<file path="src/rtl/tqsa_pkg.sv">
`default_nettype none
// ----------------------------------------------------------------------------
// tqsa_pkg
// Shared types and codes for the two-queue shared-array block.
// ----------------------------------------------------------------------------
package tqsa_pkg;

    localparam int DEPTH_DEF = 8;

    // request codes
    typedef enum logic [1:0] {
        FUNC_PUSH_L = 2'd0,
        FUNC_PUSH_R = 2'd1,
        FUNC_POP_L  = 2'd2,
        FUNC_POP_R  = 2'd3
    } t_func;

    // result status codes
    localparam logic [1:0] ST_DONE  = 2'd0;
    localparam logic [1:0] ST_FULL  = 2'd1;
    localparam logic [1:0] ST_EMPTY = 2'd2;

    // controller -> datapath commands
    typedef struct packed {
        logic load;   // capture the request fields
        logic exec;   // run the captured request against pointers and store
    } t_cmd;

endpackage
`default_nettype wire

</file>
<file path="src/rtl/tqsa_ctrl.sv">
`default_nettype none
// ----------------------------------------------------------------------------
// tqsa_ctrl
// Sequencer: accept, execute, present result strobe.
// ----------------------------------------------------------------------------
module tqsa_ctrl (
    input  wire logic          i_clk,
    input  wire logic          i_rst_n,
    input  wire logic          i_start,
    output tqsa_pkg::t_cmd     o_cmd,
    output logic               o_busy,
    output logic               o_valid
);

    typedef enum logic [1:0] {
        S_IDLE,
        S_EXEC,
        S_RESP
    } t_state;

    t_state r_state;
    logic   r_busy;
    logic   r_valid;
    logic   w_accept;

    assign w_accept   = i_start && !r_busy;
    assign o_cmd.load = w_accept;
    assign o_cmd.exec = (r_state == S_EXEC);
    assign o_busy     = r_busy;
    assign o_valid    = r_valid;

    always_ff @(posedge i_clk) begin
        if (!i_rst_n) begin
            r_state <= S_IDLE;
            r_busy  <= 1'b0;
            r_valid <= 1'b0;
        end else begin
            case (r_state)
                S_IDLE, S_RESP: begin
                    r_valid <= 1'b0;
                    if (w_accept) begin
                        r_state <= S_EXEC;
                        r_busy  <= 1'b1;
                    end else begin
                        r_state <= S_IDLE;
                    end
                end
                S_EXEC: begin
                    r_state <= S_RESP;
                    r_busy  <= 1'b0;
                    r_valid <= 1'b1;
                end
                default: begin
                    r_state <= S_IDLE;
                    r_busy  <= 1'b0;
                    r_valid <= 1'b0;
                end
            endcase
        end
    end

endmodule
`default_nettype wire

</file>
<file path="src/rtl/tqsa_dp.sv">
`default_nettype none
// ----------------------------------------------------------------------------
// tqsa_dp
// Pointers, shared store and result registers.
// ----------------------------------------------------------------------------
module tqsa_dp #(
    parameter int DEPTH = tqsa_pkg::DEPTH_DEF
) (
    input  wire logic                 i_clk,
    input  wire logic                 i_rst_n,
    input  wire tqsa_pkg::t_cmd       i_cmd,
    input  wire logic [1:0]           i_func,
    input  wire logic signed [31:0]   i_value,
    output logic signed [31:0]        o_data,
    output logic [1:0]                o_status
);

    localparam int PW = $clog2(DEPTH + 1);
    localparam int AW = $clog2(DEPTH);
    localparam logic [PW-1:0] PDEPTH = PW'(DEPTH);

    logic [31:0]        r_mem [DEPTH];

    tqsa_pkg::t_func    r_func;
    logic [31:0]        r_value;

    // right front kept as index plus one, so it never goes negative
    logic [PW-1:0]      r_lfront, r_lfill, r_rfront1, r_rfill;
    logic [PW-1:0]      n_lfront, n_lfill, n_rfront1, n_rfill;

    logic [31:0]        r_data;
    logic [1:0]         r_status;
    logic [1:0]         w_status;
    logic               w_wr, w_rd;
    logic [PW-1:0]      w_ptr;
    logic [AW-1:0]      w_addr;

    always_comb begin
        n_lfront  = r_lfront;
        n_lfill   = r_lfill;
        n_rfront1 = r_rfront1;
        n_rfill   = r_rfill;
        w_status  = tqsa_pkg::ST_DONE;
        w_wr      = 1'b0;
        w_rd      = 1'b0;
        w_ptr     = r_lfill;
        case (r_func)
            tqsa_pkg::FUNC_PUSH_L: begin
                w_ptr = r_lfill;
                if (r_lfill >= r_rfill) begin
                    w_status = tqsa_pkg::ST_FULL;
                end else begin
                    w_wr    = 1'b1;
                    n_lfill = r_lfill + 1'b1;
                end
            end
            tqsa_pkg::FUNC_PUSH_R: begin
                w_ptr = r_rfill - 1'b1;
                if (r_lfill >= r_rfill) begin
                    w_status = tqsa_pkg::ST_FULL;
                end else begin
                    w_wr    = 1'b1;
                    n_rfill = r_rfill - 1'b1;
                end
            end
            tqsa_pkg::FUNC_POP_L: begin
                w_ptr = r_lfront;
                if (r_lfront >= r_lfill) begin
                    w_status = tqsa_pkg::ST_EMPTY;
                end else begin
                    w_rd     = 1'b1;
                    n_lfront = r_lfront + 1'b1;
                end
            end
            tqsa_pkg::FUNC_POP_R: begin
                w_ptr = r_rfront1 - 1'b1;
                if (r_rfront1 <= r_rfill || r_rfront1 == '0) begin
                    w_status = tqsa_pkg::ST_EMPTY;
                end else begin
                    w_rd      = 1'b1;
                    n_rfront1 = r_rfront1 - 1'b1;
                end
            end
            default: w_status = tqsa_pkg::ST_DONE;
        endcase
    end

    assign w_addr = w_ptr[AW-1:0];

    // request capture
    always_ff @(posedge i_clk) begin
        if (i_cmd.load) begin
            r_func  <= tqsa_pkg::t_func'(i_func);
            r_value <= i_value;
        end
    end

    // pointers
    always_ff @(posedge i_clk) begin
        if (!i_rst_n) begin
            r_lfront  <= '0;
            r_lfill   <= '0;
            r_rfront1 <= PDEPTH;
            r_rfill   <= PDEPTH;
        end else if (i_cmd.exec) begin
            r_lfront  <= n_lfront;
            r_lfill   <= n_lfill;
            r_rfront1 <= n_rfront1;
            r_rfill   <= n_rfill;
        end
    end

    // store: at most one write or one registered read per request
    always_ff @(posedge i_clk) begin
        if (i_cmd.exec) begin
            if (w_wr) begin
                r_mem[w_addr] <= r_value;
            end
            r_data   <= w_rd ? r_mem[w_addr] : 32'd0;
            r_status <= w_status;
        end
    end

    assign o_data   = r_data;
    assign o_status = r_status;

endmodule
`default_nettype wire

</file>
<file path="src/rtl/two_queues_shared_array.sv">
`default_nettype none
// ----------------------------------------------------------------------------
// two_queues_shared_array
// Two linear FIFOs in one store: left grows up from 0, right grows down from
// the top. One result per request: popped data and a status code.
// ----------------------------------------------------------------------------
//  channel   | handshake          | payload
//  ----------+--------------------+-------------------------------
//  request   | start / busy       | i_func[1:0], i_value[31:0]
//  result    | o_valid (1 cycle)  | o_data[31:0], o_status[1:0]
//
//  A request is taken on a clock edge with start high and busy low.
//  busy is high for the one execute cycle; the result strobe follows in the
//  next cycle, together with the registered store read.
//  A new request may be issued in the same cycle the result is shown.
//  The result receiver cannot stall: o_valid lasts exactly one cycle.
//  Synchronous active-low reset clears the pointers; store contents are
//  left as they are and popped slots are only recovered by reset.
// ----------------------------------------------------------------------------
module two_queues_shared_array #(
    parameter int DEPTH = tqsa_pkg::DEPTH_DEF
) (
    input  wire logic                i_clk,
    input  wire logic                i_rst_n,
    input  wire logic                start,
    output logic                     busy,
    input  wire logic [1:0]          i_func,
    input  wire logic signed [31:0]  i_value,
    output logic                     o_valid,
    output logic signed [31:0]       o_data,
    output logic [1:0]               o_status
);

    tqsa_pkg::t_cmd w_cmd;

    // sequencer: accept -> execute -> strobe
    tqsa_ctrl u_ctrl (
        .i_clk   (i_clk),
        .i_rst_n (i_rst_n),
        .i_start (start),
        .o_cmd   (w_cmd),
        .o_busy  (busy),
        .o_valid (o_valid)
    );

    // pointers, full/empty checks and the shared store
    tqsa_dp #(
        .DEPTH (DEPTH)
    ) u_dp (
        .i_clk    (i_clk),
        .i_rst_n  (i_rst_n),
        .i_cmd    (w_cmd),
        .i_func   (i_func),
        .i_value  (i_value),
        .o_data   (o_data),
        .o_status (o_status)
    );

endmodule
`default_nettype wire

</file>
<file path="config.mk">
export PLATFORM = sky130hd
export DESIGN_NAME = two_queues_shared_array
export DESIGN_NICKNAME = d
export VERILOG_FILES = /design/src/rtl/tqsa_pkg.sv /design/src/rtl/tqsa_ctrl.sv /design/src/rtl/tqsa_dp.sv /design/src/rtl/two_queues_shared_array.sv
export SDC_FILE = /design/constraint.sdc
export NUM_CORES = 1
export LEC_CHECK = 0
export BUFFER_PORTS_ARGS = -buffer_cell sky130_fd_sc_hd__buf_2
export CAP_MARGIN = 20
export CORE_MARGIN = 2
export CORE_UTILIZATION = 45
export CTS_CLUSTER_SIZE = 12
export DETAILED_ROUTE_END_ITERATION = 10
export PLACE_DENSITY = 0.72
export RECOVER_POWER = 25
export SETUP_SLACK_MARGIN = 0.02
export SYNTH_ARGS = -nofsm -noshare
export SYNTH_HDL_FRONTEND = slang
export SYNTH_SLANG_ARGS = --single-unit
export TNS_END_PERCENT = 20
</file>
<file path="constraint.sdc">
create_clock -name i_clk -period 7.8 [get_ports i_clk]
set_input_delay 0.39 -clock i_clk [delete_from_list [all_inputs] [get_ports i_clk]]
set_output_delay 0.39 -clock i_clk [all_outputs]
set_load 0.01 [all_outputs]
</file>
======== Yosys cells after proc, flatten, opt, wreduce, memory -nomap -nowiden ========
Memories as Yosys holds them, arrays and structs flattened. A register that Yosys moved wholly into a read port is not among the register bits.
Cells that the tools add are included.
cells by class
  add/sub/neg operators ................... 4
  $lt $le $gt $ge ......................... 3
  equal/unequal tests ..................... 5
  muxes and demuxes ....................... 16
  bitwise operators ....................... 3
  reduce and logical (&&, ||, !) cells .... 14
operators with widths
  kind                   count
  $pmux W3 S4            1
  $reduce_and A3 Y1      4
  $mux W1                10
  $add A4 B1 Y4 const B  2
  $ge A4 B4 Y1           2
  $sub A4 B1 Y4 const B  2
  $eq A2 B2 Y1 const B   3
  $pmux W2 S3            1
  $eq A2 B1 Y1 const B   2
  $le A4 B4 Y1           1
  $logic_not A2 Y1       2
  $logic_not A4 Y1       1
  $mux W2                2
  $pmux W2 S2            1
  $reduce_or A2 Y1       2
  $not A1 Y1             3
  $logic_not A1 Y1       2
  $pmux W1 S2            1
  $reduce_and A2 Y1      1
  $logic_and A1 B1 Y1    1
  $logic_or A1 B1 Y1     1
word-level totals
  register bits after elaboration ......... 56
  bits in writable memories ............... 256
  input port bits ......................... 37
  word-level logic and storage cells ...... 56
  memories kept ........................... 1
memory list
  memory      depth  bits a word  rd ports  clocked after memory_dff  wr ports  line           RTL
  u_dp.r_mem  8      32           1         1                         1         tqsa_dp.sv:22  logic [31:0] r_mem [DEPTH];

======== Logic depth before layout (Yosys ltp) ========
Gate-level depths: netlist of run 1.
  depth after elaboration ................. 6
  gate-level depth with buffers ........... 10
  depth with buffers taken out ............ 7

======== Cells and area by module ========
Synthesis of run 1 repeated with hierarchy kept, for this count alone.
second synthesis, totals
  cells, all modules ...................... 741
  area, all modules ....................... 13,446.6 um^2
by module, submodules not included
  module     times used  cells an instance  area each (um^2)
  tqsa_dp    1           731                13,331.5
  tqsa_ctrl  1           10                 115.1

======== Worst setup path after synthesis of run 1 ========
No wires, ideal clock.
  kind .................................... reg2reg
  start ................................... register u_dp.r_lfill[0]
  end ..................................... memory u_dp.r_mem[0][0] (enable)
  setup time .............................. 461 ps
  arrival time ............................ 4,030 ps
  path slack .............................. 3,309 ps
  cell stages (with the launch flop) ...... 8
  clock period less this slack ............ 4,491 ps
  path through ............................ dfxtp_1 inv_1 ha_1 nand2b_1 a21o_1 a21o_1 a2111o_1 nor3_1
between the ends
  word-level cells in the longest chain between the ends .. 6
RTL lines
  element                        line                          RTL
  start, declared                tqsa_dp.sv:28                 logic [PW-1:0] r_lfront, r_lfill, r_rfront1, r_rfill;
  start signal, assigned         tqsa_dp.sv:107                r_lfill <= n_lfill;
  $ge A4 B4 Y1                   tqsa_dp.sv:50, tqsa_dp.sv:59
  $mux W1                        tqsa_dp.sv:50, tqsa_dp.sv:59
  $mux W1                        n/a
  $mux W1                        tqsa_dp.sv:116                if (w_wr) begin
  $mux W1                        tqsa_dp.sv:115                if (i_cmd.exec) begin
  $mux W1 (implied by the code)  tqsa_dp.sv:117                r_mem[w_addr] <= r_value;
  end, declared                  tqsa_dp.sv:22
Parallel ways exist; a longest one is shown, timed or not.

======== Final worst setup path of run 1 ========
  start ................................... register u_dp.r_rfill[0]
  end ..................................... memory u_dp.r_mem[7][7] (enable)
between the ends
  word-level cells in the longest chain between the ends .. 6
RTL lines
  element                        line                          RTL
  start, declared                tqsa_dp.sv:28
  start signal, assigned         tqsa_dp.sv:109                r_rfill <= n_rfill;
  $ge A4 B4 Y1                   tqsa_dp.sv:50, tqsa_dp.sv:59
  $mux W1                        tqsa_dp.sv:50, tqsa_dp.sv:59
  $mux W1                        n/a
  $mux W1                        tqsa_dp.sv:116
  $mux W1                        tqsa_dp.sv:115
  $mux W1 (implied by the code)  tqsa_dp.sv:117
Parallel ways exist; a longest one is shown, timed or not.

==> results.md, run 1 <==
- Final Cycle Share: 0.511
- DR WL/cell: a little over 20 um
- Via/cell ratio: 5.50
- First-pass GRT wire length: 47100 um
- Maximum VDD drop: 0.190 mV
- TritonCTS clock tree: done
- Hold buffer count at cts: 0
- Final GP Congestion: 0.792
- Final setup TNS: 0 ns
- Hold path depth: 1
- Met1 wire length: 13600 um
- Layout cells sized above 1: 0.253
- Max-cap viol count: 0
- Residual DRC: 0
- # setup viols final: 0
- First-pass DRT Iterations: 5
- Worst Setup Start Kind: flip-flop
- Routed Antenna Nets: 0
- Num CTS Buffers: 38
- Ports: 73
- Htree depth: 2
- Num Clock Sinks: between 300 and 400
- Netlist cell types: 46
- Diode count: 0
- Crit path cell chain: inv_1 > ha_1 > mux2i_4 > buf_4 > mux2_4 > nand2_1 > nor3_2 > buf_4
- Reg2reg setup slack: about 3.8 ns
- Post-synthesis net count: 1002
- Clock root cell: clkbuf_16
- Crit-path max FO: 34
- Worst path required time: approximately 8.0 ns
- Tot Pwr: 3.95 mW
- Outcome: finished, final reports clean
- WL final: 30300 um
- I/O Buffers: 72
- DR WL met2: around 15000 um
- Min-delay worst type: in -> reg
- Multiplexer area fraction after synthesis: 0.111
- Critical R2R Capture: u_dp.r_mem[7][7]
- Origin of the critical flop-to-flop path: u_dp.r_rfill[0]
- Worst r2r path cells: 8
- Most frequent CP cell: buf_4
- Largest area contributor in the netlist: edfxtp_1
- RSZ-0062 raised after global routing: false
- Crit-path slowest cell: nor3_2
- Most common cell in the netlist: edfxtp_1
- Vias: 8145
- Post-synthesis compound-gate area fraction: 0.0801
- Worst skew pair latency: 0.51 ns
- Largest net degree at the start of global routing: 85
- Initial antenna violation count: 0
- Sequential share of the synthesized area: 0.679
- Setup Buffers After CTS: 0
- Async S/R FF share, synth: 0
- XOR/XNOR Fraction of Synth Area: 0.00118
- GRT Total Usage: 0.179
- Syn Area/Cell: 15.7 um2
- P&R area growth vs syn: 12.7%
- Yosys warnings: 0
- Worst path arrival time: 4.15 ns
- Hold path start: i_value[14]
- Hold Path Sink: u_dp.r_value[14]
- DR WL met3: 1230 um
- Mapped Cells: between 900 and 1k
- Crit end category: flip-flop
- Final HPWL DP: 17000 um
- Relative slew slack: 0.282
- Main flop type after synthesis: edfxtp_1
- CP Class: reg -> reg
- Final #Nets: 1063
- Core area: 0.0325 mm2
- Top cells by area, synth: edfxtp_1 65%, mux2i_1 5.4%, mux2_2 4.8%
- Die width: around 190 um
- Critical path's largest stage delay: roughly 0.8 ns
- EDFF count, synth: between 300 and 400
- Die H: 186 um
- Gates resized, CTS repair: 0
- Initial core utilization: 0.458
- Area share of the largest cell type after synthesis: 0.653
- FMAX: about 250 MHz
- FF+latch count, synth: ~340
- Clock Path Buffers: 3
- Post-Synth Adder-Cell Area: 0.0134
- Vias in the first global route: 8233
- Crit path from: u_dp.r_rfill[0]
- DR iter-0 viols: 644
- Tightest Pin Transition: 1.08 ns
- Final Skew: 0.00971 ns
- Post-Synth Simple-Gate Area: 0.0863
- Gr ovfl total: 0
- Largest family of logic cells by synthesized area: multiplexers
- Fin crit period: 3.98 ns
- PwrDens: 235 mW/mm2
- Top cells by count, synth: 324 x edfxtp_1, 99 x nand2_1, 80 x mux2i_1
- # rows: 66
- Die area: ~0.035 mm2
- Clk slew on worst S/H paths: 0.06 ns
- Leakage: ~5.5 nW
- DR top layer: met4
- Final Max Tran Viols: 0
- Final hold violation count: 0
- Fillers: 2652
- Post-synthesis instance area: 0.0149 mm2
[power breakdown]
| group | total (mW) | internal, mW | switching, mW |
|---|---|---|---|
| clock | 1.62 | 0.946 | 0.677 |
| sequential | 2.08 | 2.05 | 0.0289 |
| combinational | 0.244 | 0.0970 | 0.147 |
[per-stage QoR]
step / util / setup slack, ns / hold WS (ns) / instance area (um2) / cells
6_report: 0.516 / 3.82 / 0.0505 / 16800 / 1480
5_1_grt: 0.516 / 3.55 / 0.0296 / 16800 / 1480
2_1_floorplan: - / 3.31 / 0.413 / 14900 / 949
4_1_cts: 0.515 / 3.74 / 0.0317 / 16800 / 1479
3_5_place_dp: 0.481 / 3.76 / 0.428 / 15600 / 1411
3_3_place_gp: 0.480 / 3.88 / 0.427 / 15600 / 1410
[routing by layer]
| metal | vias up | global-route usage |
|---|---|---|
| li1 | 3827 | - |
| met4 | 0 | 0.0422 |
| met2 | 158 | 0.305 |
| met1 | 4122 | 0.240 |
| met3 | 38 | 0.0292 |
| met5 | - | 0 |
[final cells by class]
class / instances / area [um2] / area share
clock buffer: 49 / 1010 / 0.0604
clock inverter: 19 / 109 / 0.00648
inverter: 16 / 62.6 / 0.00373
multi-input combinational: 523 / 4420 / 0.263
sequential: 343 / 10100 / 0.602
tap: 442 / 553 / 0.0329
timing repair buffer: 88 / 519 / 0.0309
[state kept, by name, indices dropped and copies added (netlist names)]
register and cells:
u_ctrl.o_busy 1, u_ctrl.o_valid 1, u_ctrl.r_state 1, u_dp.o_data 32
u_dp.o_status 2, u_dp.r_func 2, u_dp.r_lfill 4, u_dp.r_lfront 4
u_dp.r_mem 256, u_dp.r_rfill 4, u_dp.r_rfront1 4, u_dp.r_value 32
[cells in the final DEF (no fill, tap or decap), drive strengths merged, types with 3 or more instances in the layout]
cell and count:
edfxtp 324, nand2 99, buf 87, mux2i 81
mux2 68, nand3b 65, clkbuf 50, nand4 33
o22a 32, a22oi 32, o211ai 32, dfxtp 19
clkinv 17, ha 16, inv 16, nand2b 11
a211oi 9, nor3 9, a2111oi 5, nor2 4
a21o 4, nand3 3, mux4 3
[how the worst max path moves through the flow]
stage	to	slack, ns	cells after the start
2_1_floorplan	u_dp.r_mem[0][0]	3.31	7
3_5_place_dp	u_dp.r_mem[6][26]	3.76	8
6_report	u_dp.r_mem[7][7]	3.82	8
3_3_place_gp	u_dp.r_mem[7][14]	3.88	8
5_1_grt	u_dp.r_mem[7][8]	3.55	8
4_1_cts	u_dp.r_mem[6][26]	3.74	8
[worst max-delay path, delay by kind of cell (launching register included)]
| kind | cells | cell delay, ns |
|---|---|---|
| and+or+nand+nor | 2 | 1.01 |
| buffers and inverters | 3 | 1.07 |
| adders and majority gates | 1 | 0.34 |
| muxes | 2 | 0.79 |
| DFF | 1 | 0.40 |
[logic make-up after synthesis]
logic type	Yosys count
and+or+nand+nor	232
AOI/OAI and AO/OA	121
adders and majority gates	16
DFF	343
xor gates and xnor gates	2
muxes	152
buffers and inverters	83
Power figures use the tool's default switching activity.
==> run 2, diff against run 1 <==
Settings changed: ABC_AREA set to 1.
Clock period 7.8 ns to 4.1 ns, I/O delays scaled along.
==> results.md, run 2 <==
- Biggest register: u_dp.r_mem
- Fillers: 2601
- Die area: 0.0328 mm2
- Layout cells sized above 1: 0.120
- Clock root cell: clkbuf_16
- Post-synthesis net count: 1294
- Tot Pwr: a little under 8 mW
- Vias in the first global route: 8678
- Num CTS Buffers: 37
- # setup viols final: 0
- Tightest Pin Transition: 1.00 ns
- Reg2reg setup slack: 0.81 ns
- Most common cell in the netlist: nand2_1
- CP Class: reg -> reg
- Die H: between 150 and 200 um
- Leakage: 6.51 nW
- Initial antenna violation count: 0
- Critical R2R Capture: u_dp.r_mem[1][23]
- Crit-path max FO: 19
- RSZ-0062 raised after global routing: false
- Crit end category: flip-flop
- Fin crit period: 3.29 ns
- Worst skew pair latency: 0.52 ns
- Largest area contributor in the netlist: edfxtp_1
- Maximum VDD drop: around 0.29 mV
- Final Max Tran Viols: 0
- Num Clock Sinks: around 340
- Final setup TNS: 0 ns
- Mapped Cells: about 1.2k
- First-pass GRT wire length: 46500 um
- Initial core utilization: 0.458
- Utilization after layout: 0.531
- Area share of the largest cell type after synthesis: 0.690
- Max reg flops: about 260
- Sequential share of the synthesized area: 0.717
- Hold Slack: 0.385 ns
- First-pass DRT Iterations: 5
- FMAX: 304 MHz
- Gr ovfl total: 0
- EDFF count, synth: 324
- Syn Area/Cell: 11.4 um2
- Clk slew on worst S/H paths: 0.06 ns
- Clock Path Buffers: 3
- P&R area growth vs syn: 15.9%
- Routed Antenna Nets: 0
- Outcome: finished, final reports clean
- WL final: 29200 um
- Multi-input gate area: 0.00357 mm2
- Most common cell after layout, fill and taps aside: nand2_1
- Final GP Congestion: about 0.80
- Vias: between 8k and 9k
- Hold buffer count at cts: 36
- Max-cap viol count: 0
- Setup Buffers After CTS: 0
- Residual DRC: 0
- Die width: 181 um
- GRT Total Usage: 0.181
- Yosys warnings: 0
- Final hold violation count: 0
- DR WL/cell: 16.6 um
- Gates resized, CTS repair: 0
- Via/cell ratio: 5.07
- Top cells by count, synth: 488 x nand2_1, 324 x edfxtp_1, 148 x nand3_1
- Htree depth: 2
- PwrDens: between 400 and 500 mW/mm2
- Worst Setup EP: u_dp.r_mem[1][23]
- Top cells by area, synth: edfxtp_1 69%, nand2_1 13%, nand3_1 5.3%
- Main flop type after synthesis: edfxtp_1
- Origin of the critical flop-to-flop path: u_dp.r_lfill[0]
- # rows: 64
- Commonest cells after routing, fill and taps aside: 488 x nand2_1, 324 x edfxtp_1, 147 x nand3_1
- Worst path arrival time: 3.47 ns
- FF+latch area: 0.0101 mm2
- Final Skew: 0.0192 ns
- Ports: 73
- Largest net degree at the start of global routing: 95
- Final HPWL DP: 16300 um
- FF+latch count, synth: 343
- Diode count: 0
- Async S/R FF share, synth: 0
- DR iter-0 viols: roughly 850
- Relative slew slack: 0.330
- Crit path from: u_dp.r_lfill[0]
- I/O Buffers: 72
- Final Cycle Share: 0.804
- Worst r2r path cells: 10
- Post-synthesis instance area: 0.0141 mm2
- TritonCTS clock tree: done
- Netlist cell types: 33
- Final #Nets: 1402
- Worst Setup Start Kind: flip-flop
- Min-delay worst type: in -> reg
- Core area: 0.0307 mm2
- Worst path required time: 4.28 ns
==> run 2: cell types whose count changed after synthesis, sizes merged, moves of 17 or more <==
cell,delta
nand2,+392
nand3,+145
nor2,+97
mux2i,-81
mux2,-68
nand3b,-63
a22oi,-32
nand4,-32
o211ai,-32
o22a,-32
clkbuf,-24
inv,+23
buf,+17
==> run 2: worst min path at each step <==
| stage | from | to | slack, ns | cells past startpoint |
|---|---|---|---|---|
| final | i_value[15] | u_dp.r_value[15] | 0.39 | 2 |
| after global routing | i_value[11] | u_dp.r_value[11] | 0.39 | 2 |
| after CTS | i_value[14] | u_dp.r_value[14] | 0.37 | 2 |
| after detailed placement | i_value[3] | u_dp.r_value[3] | 0.38 | 1 |
| after global placement | i_value[14] | u_dp.r_value[14] | 0.38 | 1 |
| after floorplan | i_func[0] | u_dp.r_func[0] | 0.30 | 0 |
==> run 2: cell type report <==
cell class | count | share of cell area
inverter | 40 | 0.00942
clock inverter | 14 | 0.00857
sequential | 343 | 0.619
clock buffer | 46 | 0.0613
timing repair buffer | 129 | 0.0534
tap | 396 | 0.0303
multi-input combinational | 798 | 0.218
==> run 2: per-stage QoR <==
stage                     area, um2  worst slack, ns  cells
after floorplan               14100            0.283   1241
after global placement        14800            0.927   1670
after detailed placement      14800            0.827   1670
after CTS                     16300            0.804   1766
after global routing          16300            0.513   1766
final                         16300            0.805   1766
==> run 2: critical path, cell delays in order, from the launching register on <==
cell and delay, ns:
dfxtp_1 0.48, inv_1 0.12, ha_1 0.28, inv_1 0.05
a21boi_0 0.07, o21bai_1 0.17, nand3_1 0.19, nor2_1 0.24
nand3_1 0.35, nor2_4 0.57, buf_4 0.41
==> run 2: per-layer routing <==
layer	up-vias	share of wire	GRT usage
met5	-	0	0
met4	0	0.025	0.0589
met3	47	0.065	0.0329
met2	286	0.49	0.308
met1	4219	0.42	0.236
li1	4410	-	-
==> run 2: cells by family after synthesis <==
logic type,Yosys count,synth area share
simple gates,747,0.217
flops,343,0.717
buf+inv,100,0.0359
compound gates,32,0.0136
fa+ha+maj,16,0.0142
xor+xnor,3,0.00186
==> run 2: power by group <==
group | switching (mW) | internal (mW)
clock network | 1.27 | 1.91
logic | 0.395 | 0.178
registers | 0.0559 | 3.90
total | 1.72 | 5.99
